## config.mk

```make
export PLATFORM = sky130hd
export DESIGN_NAME = legendre_poly_eval_flat
export DESIGN_NICKNAME = d
export VERILOG_FILES = /design/src/sv/lpe_pkg.sv /design/src/sv/lpe_if.sv /design/src/sv/legendre_poly_eval.sv /design/src/flat_wrapper.sv
export SDC_FILE = /design/constraint.sdc
export NUM_CORES = 2
export LEC_CHECK = 0
export BUFFER_PORTS_ARGS = -buffer_cell sky130_fd_sc_hd__buf_2
export CAP_MARGIN = 30
export CORE_UTILIZATION = 51
export CTS_CLUSTER_SIZE = 14
export DETAILED_ROUTE_END_ITERATION = 16
export GPL_TIMING_DRIVEN = 0
export HOLD_SLACK_MARGIN = 0.02
export PLACE_DENSITY = 0.67
export SLEW_MARGIN = 5
export SYNTH_ARGS = -nofsm -noshare
export SYNTH_HDL_FRONTEND = slang
export SYNTH_SLANG_ARGS = --single-unit
```

## constraint.sdc

```tcl
create_clock -name clk -period 14.3 [get_ports clk]
set_clock_uncertainty 0.2 [all_clocks]
set_input_delay 1.43 -clock clk [delete_from_list [all_inputs] [get_ports clk]]
set_output_delay 1.43 -clock clk [all_outputs]
set_load 0.05 [all_outputs]
```

## src/sv/lpe_pkg.sv

```systemverilog
// ----------------------------------------------------------------------------
// lpe_pkg: shared constants for the Legendre polynomial evaluator
// Field widths, Q2.30 constants and the default degree limit.
// ----------------------------------------------------------------------------
package lpe_pkg;

  localparam int DEGREE_W       = 7;
  localparam int POINT_W        = 32;
  localparam int VALUE_W        = 32;
  localparam int MAX_DEGREE_DEF = 64;

  // Q2.30 constants
  localparam int signed ONE_Q30  = 32'sd1073741824;
  localparam int signed HALF_Q30 = 32'sd536870912;

endpackage

```

## src/sv/lpe_if.sv

```systemverilog
// ----------------------------------------------------------------------------
// lpe_in_if / lpe_out_if: valid/ready channels of the polynomial evaluator
// One input item carries degree and point; one result item carries value.
// ----------------------------------------------------------------------------
interface lpe_in_if;
  logic                                valid;
  logic                                ready;
  logic        [lpe_pkg::DEGREE_W-1:0] degree;
  logic signed [lpe_pkg::POINT_W-1:0]  point;

  modport source (output valid, output degree, output point, input ready);
  modport sink   (input valid, input degree, input point, output ready);
endinterface

interface lpe_out_if;
  logic                               valid;
  logic                               ready;
  logic signed [lpe_pkg::VALUE_W-1:0] value;

  modport source (output valid, output value, input ready);
  modport sink   (input valid, input value, output ready);
endinterface

```

## src/sv/legendre_poly_eval.sv

```systemverilog
// ----------------------------------------------------------------------------
// legendre_poly_eval: Legendre polynomial P_n(x) in Q2.30
// Three-term recurrence on one shared 33x33 signed multiplier.
// ----------------------------------------------------------------------------
// Usage:
//   in_ch  : item = {degree, point}. point is Q2.30 and clamped to [-1,1],
//            degree saturates at MAX_DEGREE.
//   out_ch : item = {value}, P_n(x) in Q2.30, saturated to [-1,1].
//   in_ch.ready is high only while the sequencer is idle; one item is
//   worked on at a time.
// Sequence: degree 0 or 1 goes from idle straight to S_OUT; degree n >= 2
//   runs the recurrence for k = 2 to n, each step through XP, C2, C1, NUM, LO, HI, FIN:
//   five passes through the shared multiplier (x*P1, (k-1)*P2, (2k-1)*t and
//   the two halves of num*R(k)), one subtract and one round/clamp.
//   The next item is accepted the cycle after the result is loaded into the
//   output register; no new item is taken while one is in progress.
// Stall: the result sits in an output register until taken; a new item is
//   accepted while it waits, but its own result is held back until the
//   register is free.
// Reset: rst (synchronous) returns the sequencer to idle and drops
//   out_ch.valid; any item in progress is lost.
// ----------------------------------------------------------------------------
module legendre_poly_eval #(
  parameter int MAX_DEGREE = lpe_pkg::MAX_DEGREE_DEF
) (
  input  logic      clk,
  input  logic      rst,
  lpe_in_if.sink    in_ch,
  lpe_out_if.source out_ch
);

  // degree port is 7 bits, so the recurrence never runs past 127
  localparam int DEG_LIM = (1 << lpe_pkg::DEGREE_W) - 1;
  localparam int KMAX    = (MAX_DEGREE < DEG_LIM) ? MAX_DEGREE : DEG_LIM;
  localparam int KW      = $clog2(KMAX + 1);
  localparam int CW      = KW + 1;
  localparam int NW      = 32 + KW + 2;     // num = (2k-1)*t - (k-1)*P2
  localparam int SPLIT   = 24;              // low slice of num for num*R
  localparam int MW      = 66;              // multiplier product
  localparam int LPW     = SPLIT + 31;      // low partial product
  localparam int SW      = NW + 32;         // full num*R
  localparam int RW      = SW - 30;         // num*R after rounding

  localparam logic [3:0] S_IDLE = 4'd0;
  localparam logic [3:0] S_XP   = 4'd1;
  localparam logic [3:0] S_C2   = 4'd2;
  localparam logic [3:0] S_C1   = 4'd3;
  localparam logic [3:0] S_NUM  = 4'd4;
  localparam logic [3:0] S_LO   = 4'd5;
  localparam logic [3:0] S_HI   = 4'd6;
  localparam logic [3:0] S_FIN  = 4'd7;
  localparam logic [3:0] S_OUT  = 4'd8;

  // reciprocal table R(k) = round(2^30 / k)
  logic [31:0] recip_tbl [KMAX+1];

  for (genvar g = 0; g <= KMAX; g++) begin : g_recip
    localparam longint RK = (g == 0) ? 64'd0 : ((((64'd1 << 31) / g) + 64'd1) >> 1);
    assign recip_tbl[g] = RK[31:0];
  end

  logic [3:0]               state;
  logic [KW-1:0]            k;
  logic [KW-1:0]            n;
  logic signed [31:0]       x;
  logic signed [31:0]       p1;
  logic signed [31:0]       p2;
  logic signed [31:0]       t;
  logic signed [MW-1:0]     prod;
  logic signed [NW-1:0]     hold;
  logic signed [NW-1:0]     num;
  logic [LPW-1:0]           lo_prod;
  logic                     out_valid;
  logic signed [31:0]       out_value;

  logic signed [32:0]       mul_a;
  logic signed [32:0]       mul_b;
  logic signed [MW-1:0]     mul_p;
  logic [CW-1:0]            coef1;
  logic [KW-1:0]            coef2;
  logic [31:0]              recip;
  logic signed [31:0]       x_clamp;
  logic [KW-1:0]            n_sat;
  logic signed [MW-1:0]     t_adj;
  logic signed [MW-1:0]     t_shr;
  logic signed [SW-1:0]     sum;
  logic signed [SW-1:0]     sum_adj;
  logic signed [SW-1:0]     sum_shr;
  logic signed [RW-1:0]     rv;
  logic signed [31:0]       p_new;
  logic                     out_free;

  assign coef1 = {k, 1'b0} - CW'(1);
  assign coef2 = k - KW'(1);
  assign recip = recip_tbl[k];

  // input clamp and degree saturation
  always_comb begin
    if (in_ch.point > 32'(lpe_pkg::ONE_Q30)) begin
      x_clamp = 32'(lpe_pkg::ONE_Q30);
    end else if (in_ch.point < -32'(lpe_pkg::ONE_Q30)) begin
      x_clamp = -32'(lpe_pkg::ONE_Q30);
    end else begin
      x_clamp = in_ch.point;
    end
    if (32'(in_ch.degree) > 32'(KMAX)) begin
      n_sat = KW'(KMAX);
    end else begin
      n_sat = KW'(in_ch.degree);
    end
  end

  // shared multiplier operand select
  always_comb begin
    case (state)
      S_XP: begin
        mul_a = 33'(x);
        mul_b = 33'(p1);
      end
      S_C2: begin
        mul_a = 33'(p2);
        mul_b = signed'(33'(coef2));
      end
      S_C1: begin
        mul_a = 33'(t);
        mul_b = signed'(33'(coef1));
      end
      S_LO: begin
        mul_a = signed'(33'(num[SPLIT-1:0]));
        mul_b = signed'(33'(recip));
      end
      S_HI: begin
        mul_a = 33'(signed'(num[NW-1:SPLIT]));
        mul_b = signed'(33'(recip));
      end
      default: begin
        mul_a = '0;
        mul_b = '0;
      end
    endcase
  end

  assign mul_p = mul_a * mul_b;

  // round to nearest, ties away from zero: (v + half - (v<0)) >>> 30; clamp to [-1,1]
  always_comb begin
    if (prod[MW-1]) begin
      t_adj = prod + MW'(lpe_pkg::HALF_Q30) - MW'(1);
    end else begin
      t_adj = prod + MW'(lpe_pkg::HALF_Q30);
    end
    t_shr = t_adj >>> 30;

    sum = (SW'(prod) <<< SPLIT) + SW'(signed'({1'b0, lo_prod}));
    if (sum[SW-1]) begin
      sum_adj = sum + SW'(lpe_pkg::HALF_Q30) - SW'(1);
    end else begin
      sum_adj = sum + SW'(lpe_pkg::HALF_Q30);
    end
    sum_shr = sum_adj >>> 30;
    rv      = sum_shr[RW-1:0];

    if (rv > RW'(lpe_pkg::ONE_Q30)) begin
      p_new = 32'(lpe_pkg::ONE_Q30);
    end else if (rv < -RW'(lpe_pkg::ONE_Q30)) begin
      p_new = -32'(lpe_pkg::ONE_Q30);
    end else begin
      p_new = signed'(rv[31:0]);
    end
  end

  assign out_free = !out_valid || out_ch.ready;

  always_ff @(posedge clk) begin
    if (rst) begin
      state     <= S_IDLE;
      out_valid <= 1'b0;
    end else begin
      if ((state == S_OUT) && out_free) begin
        out_valid <= 1'b1;
      end else if (out_ch.ready) begin
        out_valid <= 1'b0;
      end
      case (state)
        S_IDLE: begin
          if (in_ch.valid) begin
            state <= (n_sat < KW'(2)) ? S_OUT : S_XP;
          end
        end
        S_XP:  state <= S_C2;
        S_C2:  state <= S_C1;
        S_C1:  state <= S_NUM;
        S_NUM: state <= S_LO;
        S_LO:  state <= S_HI;
        S_HI:  state <= S_FIN;
        S_FIN: state <= (k == n) ? S_OUT : S_XP;
        S_OUT: begin
          if (out_free) begin
            state <= S_IDLE;
          end
        end
        default: state <= S_IDLE;
      endcase
    end
  end

  // datapath registers
  always_ff @(posedge clk) begin
    case (state)
      S_IDLE: begin
        x  <= x_clamp;
        n  <= n_sat;
        k  <= KW'(2);
        p2 <= 32'(lpe_pkg::ONE_Q30);
        p1 <= (n_sat == '0) ? 32'(lpe_pkg::ONE_Q30) : x_clamp;
      end
      S_XP: prod <= mul_p;
      S_C2: begin
        t    <= t_shr[31:0];
        prod <= mul_p;
      end
      S_C1: begin
        hold <= prod[NW-1:0];
        prod <= mul_p;
      end
      S_NUM: num <= prod[NW-1:0] - hold;
      S_LO:  prod <= mul_p;
      S_HI: begin
        lo_prod <= prod[LPW-1:0];
        prod    <= mul_p;
      end
      S_FIN: begin
        p2 <= p1;
        p1 <= p_new;
        k  <= k + KW'(1);
      end
      S_OUT: begin
        if (out_free) begin
          out_value <= p1;
        end
      end
      default: begin
      end
    endcase
  end

  assign in_ch.ready  = (state == S_IDLE);
  assign out_ch.valid = out_valid;
  assign out_ch.value = out_value;

endmodule

```

## src/flat_wrapper.sv

```systemverilog
// flat-port wrapper written by rule: the top's interface ports become plain ports
module legendre_poly_eval_flat 
#(
  parameter int MAX_DEGREE = lpe_pkg::MAX_DEGREE_DEF
)
  (clk, rst, in_ch_valid, in_ch_degree, in_ch_point, in_ch_ready, out_ch_valid, out_ch_value, out_ch_ready);
  lpe_in_if in_ch_i ();
  lpe_out_if out_ch_i ();
  input  logic clk;
  input  logic rst;
  input wire logic [$bits(in_ch_i.valid)-1:0] in_ch_valid;
  input wire logic [$bits(in_ch_i.degree)-1:0] in_ch_degree;
  input wire logic [$bits(in_ch_i.point)-1:0] in_ch_point;
  output wire logic [$bits(in_ch_i.ready)-1:0] in_ch_ready;
  output wire logic [$bits(out_ch_i.valid)-1:0] out_ch_valid;
  output wire logic [$bits(out_ch_i.value)-1:0] out_ch_value;
  input wire logic [$bits(out_ch_i.ready)-1:0] out_ch_ready;
  assign in_ch_i.valid = in_ch_valid;
  assign in_ch_i.degree = in_ch_degree;
  assign in_ch_i.point = in_ch_point;
  assign in_ch_ready = in_ch_i.ready;
  assign out_ch_valid = out_ch_i.valid;
  assign out_ch_value = out_ch_i.value;
  assign out_ch_i.ready = out_ch_ready;
  legendre_poly_eval #(.MAX_DEGREE(MAX_DEGREE)) u_core (.clk(clk), .rst(rst), .in_ch(in_ch_i), .out_ch(out_ch_i));
endmodule
```

==> flow_summary.ini <==
[outcome]
status = finished clean

[setup_path]
worstPathRequired_ns = 14.52
worst_reg_to_reg_setup_slack_ns = 0.24
slowest_stage = nor4_1
worst_r2r_path_depth = 42
timing.critical_path.mode_cell = fa_1
critical-path-max-stage-delay_ns = 0.88
cp_max_fo = 13
critPathKind = reg -> reg
critPathArrivalTime_ns = 14.28
reg2reg_from = u_core.k[2]
worstSetupStartpointType = flip-flop
critical_path.reg2reg.endpoint = u_core.prod[60]
timing.critical_path.to_type = flip-flop

[sta]
timing.hold.ws_ns = 0.3044
postLayoutSetupSlackWorst_ns = 0.2415
fmaxAchievable_ghz = 0.07113
timing.final.max_slew_violations = 0
final_hold_viol_count = 0
finalSetupViolations = 0
min_period_over_period = 0.9831
finalWorstPathRequiredPeriod_ns = 14.06
worst_pin_slew_ns = 1.142
grt_setup_unrepaired = false
slew_margin_rel = 0.2387

[finish]
fillerInstances = 11130
layoutNonFillerInstCount = 8563
final_common_cell = inv_1
layout-drive-gt1-share = 0.06189
area_growth_pct = 7.802
layout.nets = 8384
mostFrequentLayoutCells = 1246 x inv_1, 1124 x fa_1, 890 x nor2_1

[floorplan]
die_area_sq_um = 123400
die_width_um = 351.3
floorplan.io_pins = 77
initial_core_util = 0.5168
fp-row-count = 127
core_region_area_sq_um = 120400
die_y_um = 351.3

[placement]
gpl.final_weighted_congestion = 1.047
placed_cells = 8462
place_hpwl_mm = 200.8
placement.io_buffers = 76
placement.setup.worst_slack_ns = -1.017

[clock_tree]
cts_max_level = 2
cts-root-to-sink-buffers = 3
clk_lat_worst_skew_ns = 0.61
ctsHoldBuffers = 0
cts_made_buffers = 41
sinks_on_clock_net = 379
tritoncts_clock_tree = done
worst_setup_hold_path_clk_slew_ns = 0.06
root_buf_cell = clkbuf_16

[yosys]
synth-seq-cells = 379
ys_async_sr_fraction = 0
synthesis.yosys.warnings = 0
postSynthNetCount = 8195
post_synth.cell_area_avg_sq_um = 9.271
mappedNetlistArea_sq_um = 62240
synthCells = 6714
synth-edff-count = 374
synth_seq_area_share = 0.1820
dominantRegCellSynth = edfxtp_1
synth.distinct_cells = 117

[routing]
detail_route.wl_per_cell_um = 28.00
route.detailed.drc = 0
first_pass_iters = 8
postRouteAntennaNets = 0
viasPerCell = 6.058
detailedRoute.firstIterationViolations = 6149
vias = 51880
route.final.wire_length_mm = 239.8

[grt]
grt_start_max_net_pins = 54
vias_in_the_first_global_route = 51150
use_met2 = 0.5775
grt_overflow_total = 0
global_route.usage.met1 = 0.5204
grt_use_met3 = 0.1025
grt_antenna_before_repair = 19
track_usage = 0.3929
global_route_wire_length_before_repair_mm = 346.2
global_route.peak_usage_layer = met2

[worst_hold_path]
hold_start = u_core.prod[44]
holdPathEnd = u_core.lo_prod[44]
hold-path-cell-count = 0
class_of_the_most_critical_hold_timing_path = reg -> reg

[pwr]
worst_ir_drop_vdd_mv = 0.1658
cellPowerDensity_nw_per_um2 = 150.4
power.leakage_nw = 31.01

[job]
maxCapViolations = 0
==> power by group <==
group / internal (mW) / switching, mW / total [mW]
registers: 1.63 / 0.385 / 2.01
clock network: 0.593 / 0.479 / 1.07
logic: 2.40 / 4.61 / 7.01
==> state kept, by name, summed over array words and instances, names as in the netlist, 32 cells and up <==
signal               cells
u_core.p2               32
u_core.lo_prod          55
u_core.x                32
u_core.p1               32
u_core.prod             63
u_core.num              41
u_core.t                32
u_core.hold             41
u_core.out_ch.value     32
==> layout make-up <==
type / count / area [sq um] / area share
diodes: 19 / 47.55 / 0.0007086
plain buffers: 318 / 1297 / 0.01934
clock buffers: 48 / 1074 / 0.01600
clock inverters: 24 / 214.0 / 0.003189
inverters: 1254 / 4716 / 0.07028
multi-input cells: 4761 / 45130 / 0.6726
flip-flops and latches: 379 / 11330 / 0.1689
well taps: 1612 / 2017 / 0.03006
repair buffers: 148 / 1272 / 0.01896
==> per-stage QoR <==
stage	utilization	power, mW	instance area (sq um)	TNS [ns]
2_1_floorplan	-	6.340	62240	0
3_3_place_gp	0.5367	8.653	64640	-24.63
3_5_place_dp	0.5434	8.785	65450	-3.622
4_1_cts	0.5547	9.890	66820	0
5_1_grt	0.5567	10.68	67060	0
6_report	0.5571	10.09	67100	0
==> synthesized netlist by cell type, types with 11 or more instances <==
library cell / count / share of area
nand4_1: 85 / 0.0085
o21bai_1: 17 / 0.0021
a31oi_1: 37 / 0.0037
or3_1: 23 / 0.0023
xor2_1: 96 / 0.014
inv_1: 1249 / 0.075
fa_1: 1124 / 0.36
o211ai_1: 30 / 0.0036
nor2b_1: 40 / 0.0040
a211oi_1: 29 / 0.0035
buf_2: 20 / 0.0016
nor3_1: 75 / 0.0060
or2_2: 64 / 0.0064
nand3_1: 119 / 0.0096
o21ai_1: 11 / 0.00088
ha_1: 314 / 0.063
and4_1: 39 / 0.0055
xnor2_1: 183 / 0.026
and2_1: 96 / 0.0096
edfxtp_1: 374 / 0.18
nor2_1: 891 / 0.054
nand2_1: 580 / 0.035
and3_1: 41 / 0.0041
o31ai_1: 13 / 0.0016
clkbuf_1: 269 / 0.016
o21a_1: 22 / 0.0027
nor4_1: 54 / 0.0054
nand2b_1: 83 / 0.0083
a21oi_1: 184 / 0.015
a21o_1: 64 / 0.0077
o21ai_0: 129 / 0.010
buf_1: 26 / 0.0016
mux2i_1: 12 / 0.0019
a32oi_1: 12 / 0.0017
a22o_1: 27 / 0.0038
a22oi_1: 39 / 0.0047
==> worst max path at each step <==
stage                         start              end  slack (ns)  cells after the start
floorplan           u_core.state[3]  u_core.prod[65]        2.54                     39
global placement        u_core.k[2]  u_core.prod[65]       -2.51                     41
detailed placement      u_core.k[0]  u_core.prod[65]       -1.02                     44
CTS                     u_core.k[2]  u_core.prod[65]        0.11                     43
global route            u_core.k[2]  u_core.prod[65]       0.005                     43
finish                  u_core.k[2]  u_core.prod[60]        0.24                     42
==> metal layers <==
metal | vias to the layer above | share of wire
met5 | - | 0.00029
met4 | 10 | 0.071
met3 | 728 | 0.11
met2 | 3116 | 0.43
met1 | 26270 | 0.38
li1 | 21750 | -
==> timing repair <==
action	CTS	global route
buffers inserted	2	3
gates resized for setup	24	43
setup endpoints to repair	11	5
pin swaps	0	1
==> cells by family (layout without fill, tap and decap cells) <==
logic type	after synthesis	in the layout	synth area share
buffers and inverters	1574	1792	0.09581
AO/OA/AOI/OAI	758	758	0.08348
AND/OR/NAND/NOR	2259	2259	0.1695
other	0	19	0
multiplexers	24	24	0.004463
adder cells (fa/ha/maj)	1438	1438	0.4246
flip-flops	379	379	0.1820
XOR/XNOR	282	282	0.04004
==> critical path: cells and delay by family, from the launching register on <==
kind                     cells  cell delay, ns
adder cells (fa/ha/maj)     10            4.42
AO/OA/AOI/OAI               14            4.64
XOR/XNOR                     2            0.39
flip-flops                   1            0.65
buffers and inverters       11            2.08
AND/OR/NAND/NOR              5            1.42
Power figures use the tool's default switching activity.
